==> src/rtl/core/recursive_lock_fifo_handoff_defines.svh <==
// ----------------------------------------------------------------------------
// Recursive lock assertion macros
// Shared assertion macros for the recursive lock; they compile away
// when NO_ASSERTIONS is defined.
// ----------------------------------------------------------------------------
`ifndef RECURSIVE_LOCK_FIFO_HANDOFF_DEFINES_SVH
`define RECURSIVE_LOCK_FIFO_HANDOFF_DEFINES_SVH

`ifndef NO_ASSERTIONS
`define RLFH_ASSERT_IMP(label, clk, rst_n, ante, cons) \
    label: assert property (@(posedge clk) disable iff (!rst_n) (ante) |-> (cons)) \
        else $error("recursive lock: same-cycle check failed");
`define RLFH_ASSERT_NEXT(label, clk, rst_n, ante, cons) \
    label: assert property (@(posedge clk) disable iff (!rst_n) (ante) |=> (cons)) \
        else $error("recursive lock: next-cycle check failed");
`else
`define RLFH_ASSERT_IMP(label, clk, rst_n, ante, cons)
`define RLFH_ASSERT_NEXT(label, clk, rst_n, ante, cons)
`endif

`endif

==> src/rtl/core/rlfh_pkg.sv <==
// ----------------------------------------------------------------------------
// Recursive lock package
// Operation and status codes, field widths and the control structures
// exchanged between the lock controller and the wait queue.
// ----------------------------------------------------------------------------
package rlfh_pkg;

    localparam int OP_W     = 2;
    localparam int REQ_W    = 8;
    localparam int STATUS_W = 4;
    localparam int NEST_W   = 7;

    localparam logic [OP_W-1:0] OP_TRY     = 2'd0;
    localparam logic [OP_W-1:0] OP_OBTAIN  = 2'd1;
    localparam logic [OP_W-1:0] OP_RELEASE = 2'd2;

    localparam logic [STATUS_W-1:0] ST_GRANTED   = 4'd0;
    localparam logic [STATUS_W-1:0] ST_QUEUED    = 4'd1;
    localparam logic [STATUS_W-1:0] ST_REFUSED   = 4'd2;
    localparam logic [STATUS_W-1:0] ST_HELD      = 4'd3;
    localparam logic [STATUS_W-1:0] ST_FREED     = 4'd4;
    localparam logic [STATUS_W-1:0] ST_HANDED    = 4'd5;
    localparam logic [STATUS_W-1:0] ST_NOT_OWNER = 4'd6;
    localparam logic [STATUS_W-1:0] ST_QFULL     = 4'd7;
    localparam logic [STATUS_W-1:0] ST_NEST_OVF  = 4'd8;

    typedef struct packed {
        logic push;
        logic pop;
    } t_q_ctrl;

    typedef struct packed {
        logic empty;
        logic full;
    } t_q_stat;

endpackage

==> src/rtl/core/recursive_lock_fifo_handoff.sv <==
// ----------------------------------------------------------------------------
// Recursive lock with FIFO hand-off
// Top level: request register, lock controller and wait queue.
// ----------------------------------------------------------------------------
// A request is taken on every clock edge at which start is high and busy is
// low; busy is high only while reset is applied, so one request per cycle is
// accepted. Each request gives exactly one result, shown for a single cycle
// with o_done once it has passed through the request register and then
// through the decision logic into the ownership and status registers.
// Results cannot be held off, so the receiver must take each one in the
// cycle it appears. The head of the wait queue is read from its memory
// into a register in advance, which keeps every request a single pass.
module recursive_lock_fifo_handoff
    import rlfh_pkg::*;
#(
    parameter int QUEUE_DEPTH = 16,
    parameter int MAX_NEST    = 127,
    parameter int ID_BITS     = 8
) (
    input  logic                i_clk,
    input  logic                i_rst_n,
    input  logic                start,
    output logic                busy,
    input  logic [OP_W-1:0]     i_op,
    input  logic [REQ_W-1:0]    i_requester,
    output logic                o_done,
    output logic [STATUS_W-1:0] o_status,
    output logic [REQ_W-1:0]    o_new_owner,
    output logic                o_owned,
    output logic [NEST_W-1:0]   o_nest_level
);

`include "recursive_lock_fifo_handoff_defines.svh"

    localparam int ID_W = (ID_BITS < REQ_W) ? ID_BITS : REQ_W;

    logic            r_req_valid;
    logic [OP_W-1:0] r_op;
    logic [ID_W-1:0] r_who;
    t_q_ctrl         q_ctrl;
    t_q_stat         q_stat;
    logic [ID_W-1:0] head_id;
    logic [ID_W-1:0] owner_id;

    assign busy = !i_rst_n;

    always_ff @(posedge i_clk) begin
        if (!i_rst_n) begin
            r_req_valid <= 1'b0;
        end else begin
            r_req_valid <= start && !busy;
        end
    end

    always_ff @(posedge i_clk) begin
        r_op  <= i_op;
        r_who <= i_requester[ID_W-1:0];
    end

    rlfh_ctrl #(
        .MAX_NEST (MAX_NEST),
        .ID_W     (ID_W)
    ) u_ctrl (
        .i_clk        (i_clk),
        .i_rst_n      (i_rst_n),
        .i_req_valid  (r_req_valid),
        .i_op         (r_op),
        .i_who        (r_who),
        .i_q_stat     (q_stat),
        .i_head_id    (head_id),
        .o_q_ctrl     (q_ctrl),
        .o_done       (o_done),
        .o_status     (o_status),
        .o_owned      (o_owned),
        .o_owner_id   (owner_id),
        .o_nest_level (o_nest_level)
    );

    rlfh_waitq #(
        .DEPTH (QUEUE_DEPTH),
        .ID_W  (ID_W)
    ) u_waitq (
        .i_clk     (i_clk),
        .i_rst_n   (i_rst_n),
        .i_ctrl    (q_ctrl),
        .i_push_id (r_who),
        .o_stat    (q_stat),
        .o_head_id (head_id)
    );

    assign o_new_owner = REQ_W'(owner_id);

    `RLFH_ASSERT_NEXT(a_one_result, i_clk, i_rst_n, r_req_valid, o_done)
    `RLFH_ASSERT_NEXT(a_no_stray_result, i_clk, i_rst_n, !r_req_valid, !o_done)
    `RLFH_ASSERT_IMP(a_handoff_count, i_clk, i_rst_n, o_done && (o_status == ST_HANDED), o_owned && (o_nest_level == NEST_W'(1)))
    `RLFH_ASSERT_IMP(a_error_keeps_state, i_clk, i_rst_n, o_done && ((o_status == ST_NOT_OWNER) || (o_status == ST_QFULL) || (o_status == ST_NEST_OVF)), $stable(o_owned) && $stable(o_new_owner) && $stable(o_nest_level))

endmodule

==> src/rtl/core/rlfh_waitq.sv <==
// ----------------------------------------------------------------------------
// Recursive lock wait queue
// Circular buffer of waiting requester ids with a registered read of the
// head entry, bypassed when the head is written in the same cycle.
// ----------------------------------------------------------------------------
module rlfh_waitq import rlfh_pkg::*; #(
    parameter int DEPTH = 16,
    parameter int ID_W  = 8
) (
    input  logic            i_clk,
    input  logic            i_rst_n,
    input  t_q_ctrl         i_ctrl,
    input  logic [ID_W-1:0] i_push_id,
    output t_q_stat         o_stat,
    output logic [ID_W-1:0] o_head_id
);

    localparam int PTR_W = (DEPTH > 1) ? $clog2(DEPTH) : 1;
    localparam int CNT_W = $clog2(DEPTH + 1);

    logic [ID_W-1:0]  r_mem [DEPTH];
    logic [PTR_W-1:0] r_head, n_head;
    logic [PTR_W-1:0] r_tail, n_tail;
    logic [CNT_W-1:0] r_count, n_count;
    logic [ID_W-1:0]  r_head_id;

    always_comb begin
        n_head  = r_head;
        n_tail  = r_tail;
        n_count = r_count;
        if (i_ctrl.push) begin
            n_tail  = (r_tail == PTR_W'(DEPTH - 1)) ? '0 : r_tail + 1'b1;
            n_count = r_count + 1'b1;
        end else if (i_ctrl.pop) begin
            n_head  = (r_head == PTR_W'(DEPTH - 1)) ? '0 : r_head + 1'b1;
            n_count = r_count - 1'b1;
        end
    end

    always_ff @(posedge i_clk) begin
        if (!i_rst_n) begin
            r_head  <= '0;
            r_tail  <= '0;
            r_count <= '0;
        end else begin
            r_head  <= n_head;
            r_tail  <= n_tail;
            r_count <= n_count;
        end
    end

    always_ff @(posedge i_clk) begin
        if (i_ctrl.push) begin
            r_mem[r_tail] <= i_push_id;
        end
    end

    always_ff @(posedge i_clk) begin
        if (i_ctrl.push && (r_tail == n_head)) begin
            r_head_id <= i_push_id;
        end else begin
            r_head_id <= r_mem[n_head];
        end
    end

    assign o_stat.empty = (r_count == '0);
    assign o_stat.full  = (r_count == CNT_W'(DEPTH));
    assign o_head_id    = r_head_id;

endmodule

==> src/rtl/core/rlfh_ctrl.sv <==
// ----------------------------------------------------------------------------
// Recursive lock controller
// Decides each request against the owner, nesting count and queue state,
// and holds the ownership registers and the registered status.
// ----------------------------------------------------------------------------
module rlfh_ctrl import rlfh_pkg::*; #(
    parameter int MAX_NEST = 127,
    parameter int ID_W     = 8
) (
    input  logic                i_clk,
    input  logic                i_rst_n,
    input  logic                i_req_valid,
    input  logic [OP_W-1:0]     i_op,
    input  logic [ID_W-1:0]     i_who,
    input  t_q_stat             i_q_stat,
    input  logic [ID_W-1:0]     i_head_id,
    output t_q_ctrl             o_q_ctrl,
    output logic                o_done,
    output logic [STATUS_W-1:0] o_status,
    output logic                o_owned,
    output logic [ID_W-1:0]     o_owner_id,
    output logic [NEST_W-1:0]   o_nest_level
);

    logic                r_owned, n_owned;
    logic [ID_W-1:0]     r_owner_id, n_owner_id;
    logic [NEST_W-1:0]   r_nest, n_nest;
    logic [STATUS_W-1:0] r_status, n_status;
    logic                r_done;
    logic                free_or_mine;
    logic                nest_ovf;

    assign free_or_mine = !r_owned || (r_owner_id == i_who);
    assign nest_ovf     = r_owned && (r_nest >= NEST_W'(MAX_NEST));

    always_comb begin
        n_owned    = r_owned;
        n_owner_id = r_owner_id;
        n_nest     = r_nest;
        n_status   = r_status;
        o_q_ctrl   = '0;
        if (i_req_valid) begin
            unique case (i_op)
                OP_TRY, OP_OBTAIN: begin
                    if (free_or_mine) begin
                        if (nest_ovf) begin
                            n_status = ST_NEST_OVF;
                        end else begin
                            n_owned    = 1'b1;
                            n_owner_id = i_who;
                            n_nest     = r_nest + 1'b1;
                            n_status   = ST_GRANTED;
                        end
                    end else if (i_op == OP_TRY) begin
                        n_status = ST_REFUSED;
                    end else if (i_q_stat.full) begin
                        n_status = ST_QFULL;
                    end else begin
                        o_q_ctrl.push = 1'b1;
                        n_status      = ST_QUEUED;
                    end
                end
                OP_RELEASE: begin
                    if (!r_owned || (r_owner_id != i_who)) begin
                        n_status = ST_NOT_OWNER;
                    end else if (r_nest > NEST_W'(1)) begin
                        n_nest   = r_nest - 1'b1;
                        n_status = ST_HELD;
                    end else if (!i_q_stat.empty) begin
                        o_q_ctrl.pop = 1'b1;
                        n_owner_id   = i_head_id;
                        n_nest       = NEST_W'(1);
                        n_status     = ST_HANDED;
                    end else begin
                        n_owned    = 1'b0;
                        n_owner_id = '0;
                        n_nest     = '0;
                        n_status   = ST_FREED;
                    end
                end
                default: begin
                    n_status = ST_REFUSED;
                end
            endcase
        end
    end

    always_ff @(posedge i_clk) begin
        if (!i_rst_n) begin
            r_owned    <= 1'b0;
            r_owner_id <= '0;
            r_nest     <= '0;
            r_done     <= 1'b0;
        end else begin
            r_owned    <= n_owned;
            r_owner_id <= n_owner_id;
            r_nest     <= n_nest;
            r_done     <= i_req_valid;
        end
    end

    always_ff @(posedge i_clk) begin
        r_status <= n_status;
    end

    assign o_done       = r_done;
    assign o_status     = r_status;
    assign o_owned      = r_owned;
    assign o_owner_id   = r_owner_id;
    assign o_nest_level = r_nest;

endmodule
==> config.mk <==
export PLATFORM = sky130hd
export DESIGN_NAME = recursive_lock_fifo_handoff
export DESIGN_NICKNAME = d
export VERILOG_FILES = /design/src/rtl/core/rlfh_pkg.sv /design/src/rtl/core/recursive_lock_fifo_handoff.sv /design/src/rtl/core/rlfh_waitq.sv /design/src/rtl/core/rlfh_ctrl.sv
export VERILOG_INCLUDE_DIRS = /design/src /design/src/rtl/core
export SDC_FILE = /design/constraint.sdc
export NUM_CORES = 1
export LEC_CHECK = 0
export ABC_AREA = 1
export BUFFER_PORTS_ARGS = -buffer_cell sky130_fd_sc_hd__buf_2
export CORE_MARGIN = 2
export CORE_UTILIZATION = 45
export CTS_BUF_LIST = sky130_fd_sc_hd__clkbuf_2 sky130_fd_sc_hd__clkbuf_4 sky130_fd_sc_hd__clkbuf_8
export DETAILED_ROUTE_END_ITERATION = 8
export GPL_TIMING_DRIVEN = 0
export PLACE_DENSITY = 0.59
export SLEW_MARGIN = 30
export SYNTH_ARGS = -nofsm -noshare
export SYNTH_HDL_FRONTEND = slang
export SYNTH_SLANG_ARGS = --single-unit
==> constraint.sdc <==
create_clock -name i_clk -period 3.6 [get_ports i_clk]
set_clock_uncertainty 0.15 [all_clocks]
set_input_delay 0.72 -clock i_clk [delete_from_list [all_inputs] [get_ports i_clk]]
set_output_delay 0.72 -clock i_clk [all_outputs]
set_load 0.01 [all_outputs]
==> results of run 1 <==
[sequential cells by signal, indices dropped and copies added (netlist names), named ones only]
signal	cells
r_op	2
r_req_valid	1
r_who	8
u_ctrl.o_done	1
u_ctrl.o_nest_level	7
u_ctrl.o_owned	1
u_ctrl.o_owner_id	8
u_ctrl.o_status	4
u_waitq.r_count	5
u_waitq.r_head	4
u_waitq.r_mem	128
u_waitq.r_tail	4
[cell type report]
cell class,instances,area [µm²]
timing repair buffer,34,170.2
sequential,177,4873
inverter,114,429.2
buffer,33,168.9
clock buffer,17,234.0
tap,225,281.5
fill,1587,8507
multi-input combinational,456,2392
clock inverter,15,120.1
[final timing paths]
check | end | cells after the start | startpoint | slack (ns)
setup / recovery | u_waitq.r_count[4]$_SDFFE_PN0P_ | 17 | r_who[5]$_DFF_P_ | 0.34
hold / removal | r_who[2]$_DFF_P_ | 1 | i_requester[2] | 0.20
setup reg to reg | u_waitq.r_count[4]$_SDFFE_PN0P_ | 17 | r_who[5]$_DFF_P_ | 0.34
hold reg to reg | u_ctrl.o_owned$_SDFFE_PN0P_ | 2 | u_ctrl.o_owned$_SDFFE_PN0P_ | 0.36
[synthesized netlist by cell type]
cell	n	area share [%]
o21ai_0	46	2.9
clkbuf_1	15	0.72
o22ai_1	1	0.080
inv_1	105	5.0
ha_1	11	1.8
o21bai_1	1	0.096
o31ai_1	1	0.096
nor2_1	55	2.6
nand2_1	139	6.6
nand3b_1	1	0.096
nand2_4	1	0.14
a31oi_1	1	0.080
nor2_4	2	0.29
xor2_1	5	0.56
nor2_8	1	0.26
a211oi_2	1	0.16
clkinv_2	1	0.064
xnor2_1	7	0.78
nand3_2	1	0.13
nor3b_1	1	0.096
o21ai_1	4	0.26
nor3_1	2	0.13
buf_6	3	0.43
clkbuf_8	1	0.18
dfxtp_1	45	11
o21bai_4	1	0.24
nand3_1	68	4.3
inv_2	8	0.38
or2_2	1	0.080
o211ai_1	32	3.1
a21oi_4	1	0.21
nand4_1	4	0.32
o221ai_1	1	0.11
nor2_2	3	0.24
nand2_2	8	0.64
edfxtp_1	132	51
buf_1	4	0.19
nand3_4	1	0.22
fa_1	1	0.26
buf_2	10	0.64
a21oi_1	53	3.4
o21a_1	1	0.096
[what timing repair did]
action,in CTS,in global routing
endpoints found under the setup margin,0,1
hold buffers,0,0
gates resized for setup,0,7
[kinds of logic after synthesis]
logic type | share of synthesized area, %
AOI/OAI and AO/OA | 10.79
xor gates and xnor gates | 1.339
adders and majority gates | 2.009
buffers and inverters | 7.621
DFF | 61.99
and+or+nand+nor | 16.25
[layer usage]
layer / vias to the layer above / GRT usage (%)
met5: - / 0
met4: 0 / 6.771
met3: 20 / 4.586
met2: 129 / 37.05
met1: 2721 / 27.32
li1: 2737 / -
[through the flow]
step           hold WS, ns  power, mW  utilization, %  setup slack, ns  cells
3_5_place_dp        0.3459      2.442           48.35           0.2217   1039
6_report            0.1995      3.656           50.47           0.3373   1071
2_1_floorplan       0.3162      2.379               -            1.028    780
4_1_cts             0.1718      3.690           50.41           0.1797   1071
5_1_grt             0.1665      3.793           50.47          0.02527   1071
3_3_place_gp        0.3393      2.438           48.32           0.1134   1039
[power breakdown]
group | switching [mW] | internal (mW) | total [mW]
Clock | 0.762 | 0.498 | 1.26
Combinational | 0.0867 | 0.0566 | 0.143
Sequential | 0.0477 | 2.21 | 2.25
Total | 0.896 | 2.76 | 3.66
[worst max-delay path, cell delays in order, from the launching register on]
cell and delay, ns:
dfxtp_1 0.79, inv_1 0.12, nand2_1 0.10, nand2_1 0.05, nand2_1 0.09, nor2_2 0.06, nand2_2 0.13, nand3_1 0.19
buf_2 0.27, fa_1 0.48, a21oi_1 0.15, inv_1 0.05, a21oi_1 0.18, inv_1 0.06, nand2_1 0.10, nand3_1 0.08
nand2_1 0.06, nor2_1 0.04
==> results.md, run 1 <==
* Maxcap violations at 0
* Clock slew at reported path FFs at 0.10 ns
* Commonest non-fill, non-tap cell in the layout: nand2_1
* Clk sinks at 177
* Syn Area/Cell at approximately 10 µm²
* Grt total ovfl at 0
* Ports at 35
* Count of final max-slew check failures at 0
* Worst setup SP type: register
* Hold Path Class: in2reg
* # H-tree levels at 4
* Mapped Cells at 780
* Clock Path Buffers at 2
* Status: finished clean
* DR WL met3 at between 800 and 900 µm
* Met1 WL at between 8000 and 9000 µm
* Register area share after synthesis at around three fifths
* Initial antenna violation count at 0
* Die area at 18510 µm²
* Metal2 WL at 9612 µm
* RD Place Congestion at 0.8889
* Critical path required time at between 3 and 4 ns
* Worst Path Max Fanout at 18
* P&R area growth vs syn at 10.48%
* CP arrival at approximately 3.5 ns
* Fin crit share at 90.63%
* Pin count of the biggest net entering global routing at 19
* Final hold vios at 0
* Num rows at between 40 and 50
* Final HPWL DP at 13510 µm
* Layout Nets at 858
* Root Driver: clkbuf_8
* Diode count at 0
* Starting Density at between 40 and 50%
* Minimum clock period at ~3.3 ns
* Global Route Usage Sum at 21.59%
* CTS Buf Count at 17
* TritonCTS clock tree: yes
* Core area at 17180 µm²
* Antenna-violating nets left at 0
* Highest routed layer: met4
* Wire per inst at 17.80 µm
* Height of the die at 136.1 µm
* Setup TNS Final at 0 ns
* DRT Pass-1 Iters at 5
* Most frequent cells in the layout: nand2_1, edfxtp_1, inv_1
* Iter 0 DRT Violations at 466
* Pwr/cell area at roughly 420 nW/µm²
* Drt drc at 0
* Crit path kind: reg2reg
* Vias in the first global route at 5369
* Post-CTS Setup Bufs at 0
* Final setup fails at 0
* Detailed-route via count at 5607
* Post-synthesis net count at 805
* DP Area at 8304 µm²
* RSZ-0062 raised after global routing: false
* DR vias/cell at 5.235
* FMAX at a little over 0.3 GHz
* Final wirelength at 19070 µm
* Post-synth cell types at 42
* Final Cell Area at 8670 µm²
* Cell Area, Synth at 7848 µm²
* Leak Pwr at 3.353 nW
* Tightest Pin Transition at 0.9512 ns
* IO Port Bufs at 34
* IR drop worst, VDD at about 230 µV
* First-pass GRT wire length at 29170 µm
* CP Capture Type: register
* Worst skew pair latency at 0.46 ns
* Yosys reg bits at 177
* Synth Warn # at 0
* Relative slew slack at a little over a third
* Chip width at 136.1 µm
* Layout cells sized above 1 at 14.07%
No activity file was read; power rests on OpenSTA's default activity.
==> run 2, diff against run 1 <==
- SETUP_SLACK_MARGIN: not set -> 0.4
==> run 2 against run 1 <==
Against the previous run:
- fmax rose by 12%
- design area grew 0.62%
- count of clock-buffer cells in the layout unchanged
- utilization increased by 0.31 points
- critical endpoint unchanged
==> results.md, run 2 (synthesis results as in run 1) <==
* Hold Path Class: in2reg
* Pwr/cell area at 419.4 nW/µm² (-0.56%)
* Status: finished clean
* Hold Crit Depth at 1 (unchanged)
* CP arrival at 3.13 ns (-0.33 ns)
* Clock Path Buffers at 2 (unchanged)
* Max reg flops at 128 (unchanged)
* Initial antenna violation count at 0 (unchanged)
* CTS Buf Count at 17 (unchanged)
* Height of the die at 136.1 µm (unchanged)
* Core area at 17180 µm² (unchanged)
* Die area at 18510 µm² (unchanged)
* Root Driver: clkbuf_8
* Clock Power Share at 34.5% (about the same)
* Final setup fails at 0 (unchanged)
* Pin count of the biggest net entering global routing at 19 (unchanged)
* # H-tree levels at 4 (unchanged)
* Final HPWL DP at 13510 µm (unchanged)
* P&R area growth vs syn at 11.16%
* Ports at 35 (unchanged)
* Most frequent cells in the layout: nand2_1, edfxtp_1, inv_1
* Starting Density at 45.69% (unchanged)
* Layout Nets at 862 (+0.47%)
* Final std cells w/o fill at 1075 (+0.37%)
* Antenna-violating nets left at 0 (unchanged)
* Psw at 898.5 µW (+0.27%)
* WHS at 0.2014 ns (+0.001877 ns)
* Final wirelength at 19130 µm (+0.33%)
* First-pass GRT wire length at 29200 µm (about the same)
* Fin crit share at 81.27% (-9.4 points)
* Wire per inst at 17.79 µm (about the same)
* Fill cells at 1588 (+0.063%)
* Combinational power share at 4.2% (+0.3 points)
* Detailed-route via count at 5590 (-0.30%)
* Diode count at 0 (unchanged)
* Final hold vios at 0 (unchanged)
* Count of final max-slew check failures at 0 (unchanged)
* Minimum clock period at 2.926 ns (-0.3371 ns)
* CTS Hold Bufs at 0 (unchanged)
* TritonCTS clock tree: yes
* DR vias/cell at 5.200 (-0.67%)
* RD Place Congestion at 0.8889 (unchanged)
* Worst skew pair latency at 0.46 ns (about the same)
* Leak Pwr at 3.377 nW (+0.71%)
* Crit path kind: reg2reg
* Sequential Power Share at 61.3% (-0.3 points)
* CP Capture Type: register
* Vias in the first global route at 5370 (+0.019%)
* Dpl cells at 1039 (unchanged)
* Setup TNS Final at 0 ns (unchanged)
* DP Area at 8304 µm² (unchanged)
* Worst setup SP type: register
* Commonest non-fill, non-tap cell in the layout: nand2_1
* Maxcap violations at 0 (unchanged)
* Global Route Usage Sum at 21.61% (+0.024 points)
* Iter 0 DRT Violations at 427 (-8.4%)
* Clock slew at reported path FFs at 0.11 ns (about the same)
* DRT Pass-1 Iters at 5 (unchanged)
* Critical path required time at 3.80 ns (about the same)
* Sw Ratio at 24.56% (+0.052 points)
* Grt total ovfl at 0 (unchanged)
* Worst Path Max Fanout at 18 (unchanged)
* RSZ-0062 raised after global routing: false
* IR drop worst, VDD at 231.7 µV (+0.57%)
* Register with the most flip-flops: u_waitq.r_mem
* FMAX at 0.3418 GHz (+12%)
* Num rows at 48 (unchanged)
* IO Port Bufs at 34 (unchanged)
* Chip width at 136.1 µm (unchanged)
* P_int at 2.760 mW (about the same)
* Tightest Pin Transition at 0.9227 ns (-0.02850 ns)
* Layout cells sized above 1 at 14.59% (+0.52 points)
* Drt drc at 0 (unchanged)
* Relative slew slack at 38.26% (+1.9 points)
* Clk sinks at 177 (unchanged)
* Final Core Density at 50.79% (+0.31 points)
* Worst reg2reg path depth at 15 (-2)
* Final Cell Area at 8723 µm² (+0.62%)
## run 2: cell count changes in the layout (fill, tap and decap cells not counted), sizes merged
cell | previous run | this run
clkbuf | 33 | 34
buf | 51 | 54
## run 2: critical path, cell delays in order (launching register included)
cell and delay [ns]:
dfxtp_4 0.52, xnor2_1 0.16, nand2_1 0.08, nor2_2 0.21, nand2_2 0.15, nand3_1 0.20
clkbuf_4 0.29, ha_1 0.30, a21oi_1 0.17, inv_1 0.05, a21oi_1 0.17, inv_1 0.06
nand2_1 0.10, nand3_1 0.08, nand2_1 0.07, nor2_1 0.04
## run 2: final cells by class
type	count	area [µm²]	area share (%)
Buffer	33	171.4	1.965
Clock buffer	17	234.0	2.682
Clock inverter	15	120.1	1.377
Inverter	114	429.2	4.920
Multi-Input combinational cell	456	2392	27.42
Sequential cell	177	4895	56.11
Tap cell	225	281.5	3.227
Timing Repair Buffer	38	200.2	2.295
## run 2: metal layers
metal	up-vias	share of wire, %	track usage, %
met3	18	5.3	4.586
met2	134	51	37.05
met5	-	0	0
met1	2690	43	27.40
met4	0	1.6	6.771
li1	2748	-	-
## run 2: final timing paths
| kind | startpoint | to | slack (ns) |
|---|---|---|---|
| setup / recovery | r_who[6]$_DFF_P_ | u_waitq.r_count[4]$_SDFFE_PN0P_ | 0.67 |
| hold / removal | i_requester[2] | r_who[2]$_DFF_P_ | 0.20 |
| setup reg to reg | r_who[6]$_DFF_P_ | u_waitq.r_count[4]$_SDFFE_PN0P_ | 0.67 |
| hold reg to reg | u_ctrl.o_owned$_SDFFE_PN0P_ | u_ctrl.o_owned$_SDFFE_PN0P_ | 0.36 |
## run 2: through the flow
stage	setup WS (ns)	power [mW]
after global placement	0.1134	2.438
after detailed placement	0.2217	2.442
final	0.6744	3.658
after global routing	0.4019	3.794
after floorplan	1.028	2.379
after CTS	0.4907	3.690
## run 2: power groups by stage
stage          clock network, mW  logic [mW]  registers [mW]
4_1_cts                     1.29       0.144            2.25
5_1_grt                     1.37       0.171            2.25
2_1_floorplan                  0      0.0975            2.28
6_report                    1.26       0.153            2.24
3_5_place_dp                   0       0.143            2.30
3_3_place_gp                   0       0.140            2.30
## run 2: what timing repair did
item	CTS	global route
endpoints found under the setup margin	10	1
endpoints found under the hold margin	0	0
gates resized for setup	8	9
setup buffers	0	4
gates cloned	0	0
==> run 3, diff against run 2 <==
- clock period: 3.6 -> 3.05 ns (I/O delays scaled with it)
==> run 3 against run 2 <==
Against the previous run:
- sequential power is 17% higher
- setup slack worse by 0.16 ns
- first-iteration DRC count is 8.4% higher
- power increased by 18%
- register-to-register slack worse by 0.16 ns
- combinational power increased by 39%
- largest power group unchanged
==> results.md, run 3 (synthesis results as in run 1) <==
* Status: finished clean
* Clk sinks at 177 (unchanged)
* Vias in the first global route at 5369 (-0.019%)
* Highest routed layer: met4
* Relative slew slack at 38.76% (+0.50 points)
* RSZ-0062 raised after global routing: true
* Layout Nets at 866 (+0.46%)
* IR drop worst, VDD at 274.0 µV (+18%)
* Fill cells at 1578 (-0.63%)
* Final setup fails at 0 (unchanged)
* Pwr/cell area at 490.7 nW/µm² (+17%)
* Final wirelength at 19660 µm (+2.8%)
* Ports at 35 (unchanged)
* Met1 WL at 8242 µm (+1.3%)
* P&R area growth vs syn at 12.32%
* First-pass GRT wire length at 29660 µm (+1.6%)
* Leak Pwr at 3.403 nW (+0.77%)
* Reg area at 4905 µm² (+0.20%)
* Fin crit share at 83.21% (+1.9 points)
* Drt drc at 0 (unchanged)
* Global Route Usage Sum at 22.20% (+0.59 points)
* Power, Total at 4.325 mW (+18%)
* Chip width at 136.1 µm (unchanged)
* Initial antenna violation count at 0 (unchanged)
* Max reg flops at 128 (unchanged)
* Detailed-route via count at 5662 (+1.3%)
* Pin count of the biggest net entering global routing at 18 (-1)
* Metal2 WL at 9906 µm (+2.3%)
* IO Port Bufs at 34 (unchanged)
* Clock Path Buffers at 2 (unchanged)
* Antenna-violating nets left at 0 (unchanged)
* Final hold vios at 0 (unchanged)
* Final HPWL DP at 13510 µm (unchanged)
* Die area at 18510 µm² (unchanged)
* Count of final max-slew check failures at 0 (unchanged)
* Grt total ovfl at 0 (unchanged)
* Height of the die at 136.1 µm (unchanged)
* Commonest non-fill, non-tap cell in the layout: nand2_1
* Num rows at 48 (unchanged)
* Worst Path Max Fanout at 8 (-10)
* Clock slew at reported path FFs at 0.10 ns (about the same)
* Final Core Density at 51.32% (+0.53 points)
* Iter 0 DRT Violations at 463 (+8.4%)
* Wire per inst at 18.22 µm (+2.4%)
* CTS Buf Count at 17 (unchanged)
* Core area at 17180 µm² (unchanged)
* Minimum clock period at 2.538 ns (-0.3877 ns)
* Root Driver: clkbuf_8
* # H-tree levels at 4 (unchanged)
* TritonCTS clock tree: yes
* Diode count at 0 (unchanged)
* Setup TNS Final at 0 ns (unchanged)
* DR vias/cell at 5.247 (+0.91%)
* Area of the multi-input gates at 2440 µm² (+2.0%)
* Starting Density at 45.69% (unchanged)
* DR WL met3 at 1005 µm (about the same)
* Crit path kind: reg2reg
* Register with the most flip-flops: u_waitq.r_mem
* Hold Path Class: in2reg
* Tightest Pin Transition at 0.9152 ns (-0.007492 ns)
* WHS at 0.09215 ns (-0.1092 ns)
* Worst setup SP type: register
* Critical path required time at 2.99 ns (-0.81 ns)
* RD Place Congestion at 0.8889 (unchanged)
* FMAX at 0.3940 GHz (+15%)
* CP Capture Type: register
* Maxcap violations at 0 (unchanged)
* Layout cells sized above 1 at 16.63% (+2.0 points)
* DRT Pass-1 Iters at 5 (unchanged)
* CP arrival at 2.48 ns (-0.65 ns)
* Worst skew pair latency at 0.46 ns (about the same)
* Most frequent cells in the layout: nand2_1, edfxtp_1, inv_1
-- run 3: changes by cell type in the layout (fill, tap and decap cells not counted), sizes merged --
cell,change
buf,+5
clkbuf,-1
-- run 3: final cells by class --
class / instances / share of cell area [%]
plain buffers: 33 / 1.987
clock buffers: 17 / 2.654
clock inverters: 15 / 1.363
inverters: 114 / 4.869
multi-input cells: 456 / 27.68
flip-flops and latches: 177 / 55.64
well taps: 225 / 3.194
repair buffers: 42 / 2.612
-- run 3: routing by layer --
metal | vias up | global-route usage (%)
met5 | - | 0
li1 | 2755 | -
met3 | 22 | 4.661
met4 | 0 | 8.160
met2 | 139 | 37.91
met1 | 2746 | 27.81
-- run 3: report_power, final --
part,total (mW),internal (mW),switching [mW]
clock,1.49,0.588,0.897
combinational,0.213,0.0749,0.139
sequential,2.63,2.60,0.0296
-- run 3: path summary, 6_finish.rpt --
| path | start | endpoint | slack (ns) | cells after the start |
|---|---|---|---|---|
| worst max-delay path | r_who[5]$_DFF_P_ | u_waitq.r_mem[2][0]$_DFFE_PP_ | 0.51 | 10 |
| worst min-delay path | i_op[1] | r_op[1]$_DFF_P_ | 0.09 | 1 |
| worst max register to register | r_who[5]$_DFF_P_ | u_waitq.r_mem[2][0]$_DFFE_PP_ | 0.51 | 10 |
| worst min register to register | u_waitq.r_count[0]$_SDFFE_PN0P_ | u_waitq.r_count[0]$_SDFFE_PN0P_ | 0.33 | 1 |
-- run 3: repair_timing --
action	4_1_cts	5_1_grt
hold buffers	0	0
endpoints found under the setup margin	139	106
resized for setup	21	17
hold endpoints to repair	0	0
pin swaps	0	1
setup buffers	8	0
-- run 3: metrics by stage --
step | cell area, µm² | std cells | setup WS (ns)
floorplan | 7848 | 780 | 0.4783
global placement | 8299 | 1039 | -0.4366
detailed placement | 8304 | 1039 | -0.3283
CTS | 8761 | 1079 | 0.3708
global route | 8815 | 1079 | 0.3385
finish | 8815 | 1079 | 0.5121
-- run 3: worst max-delay path, stage by stage (launching register included) --
cell and delay (ns):
dfxtp_4 0.40, inv_1 0.06, nand2_1 0.06, nand2_1 0.05, nand2_1 0.12, nor2_4 0.06, nand2_2 0.15, nand3_4 0.11
inv_1 0.14, nand2_1 0.15, nor2_1 0.72
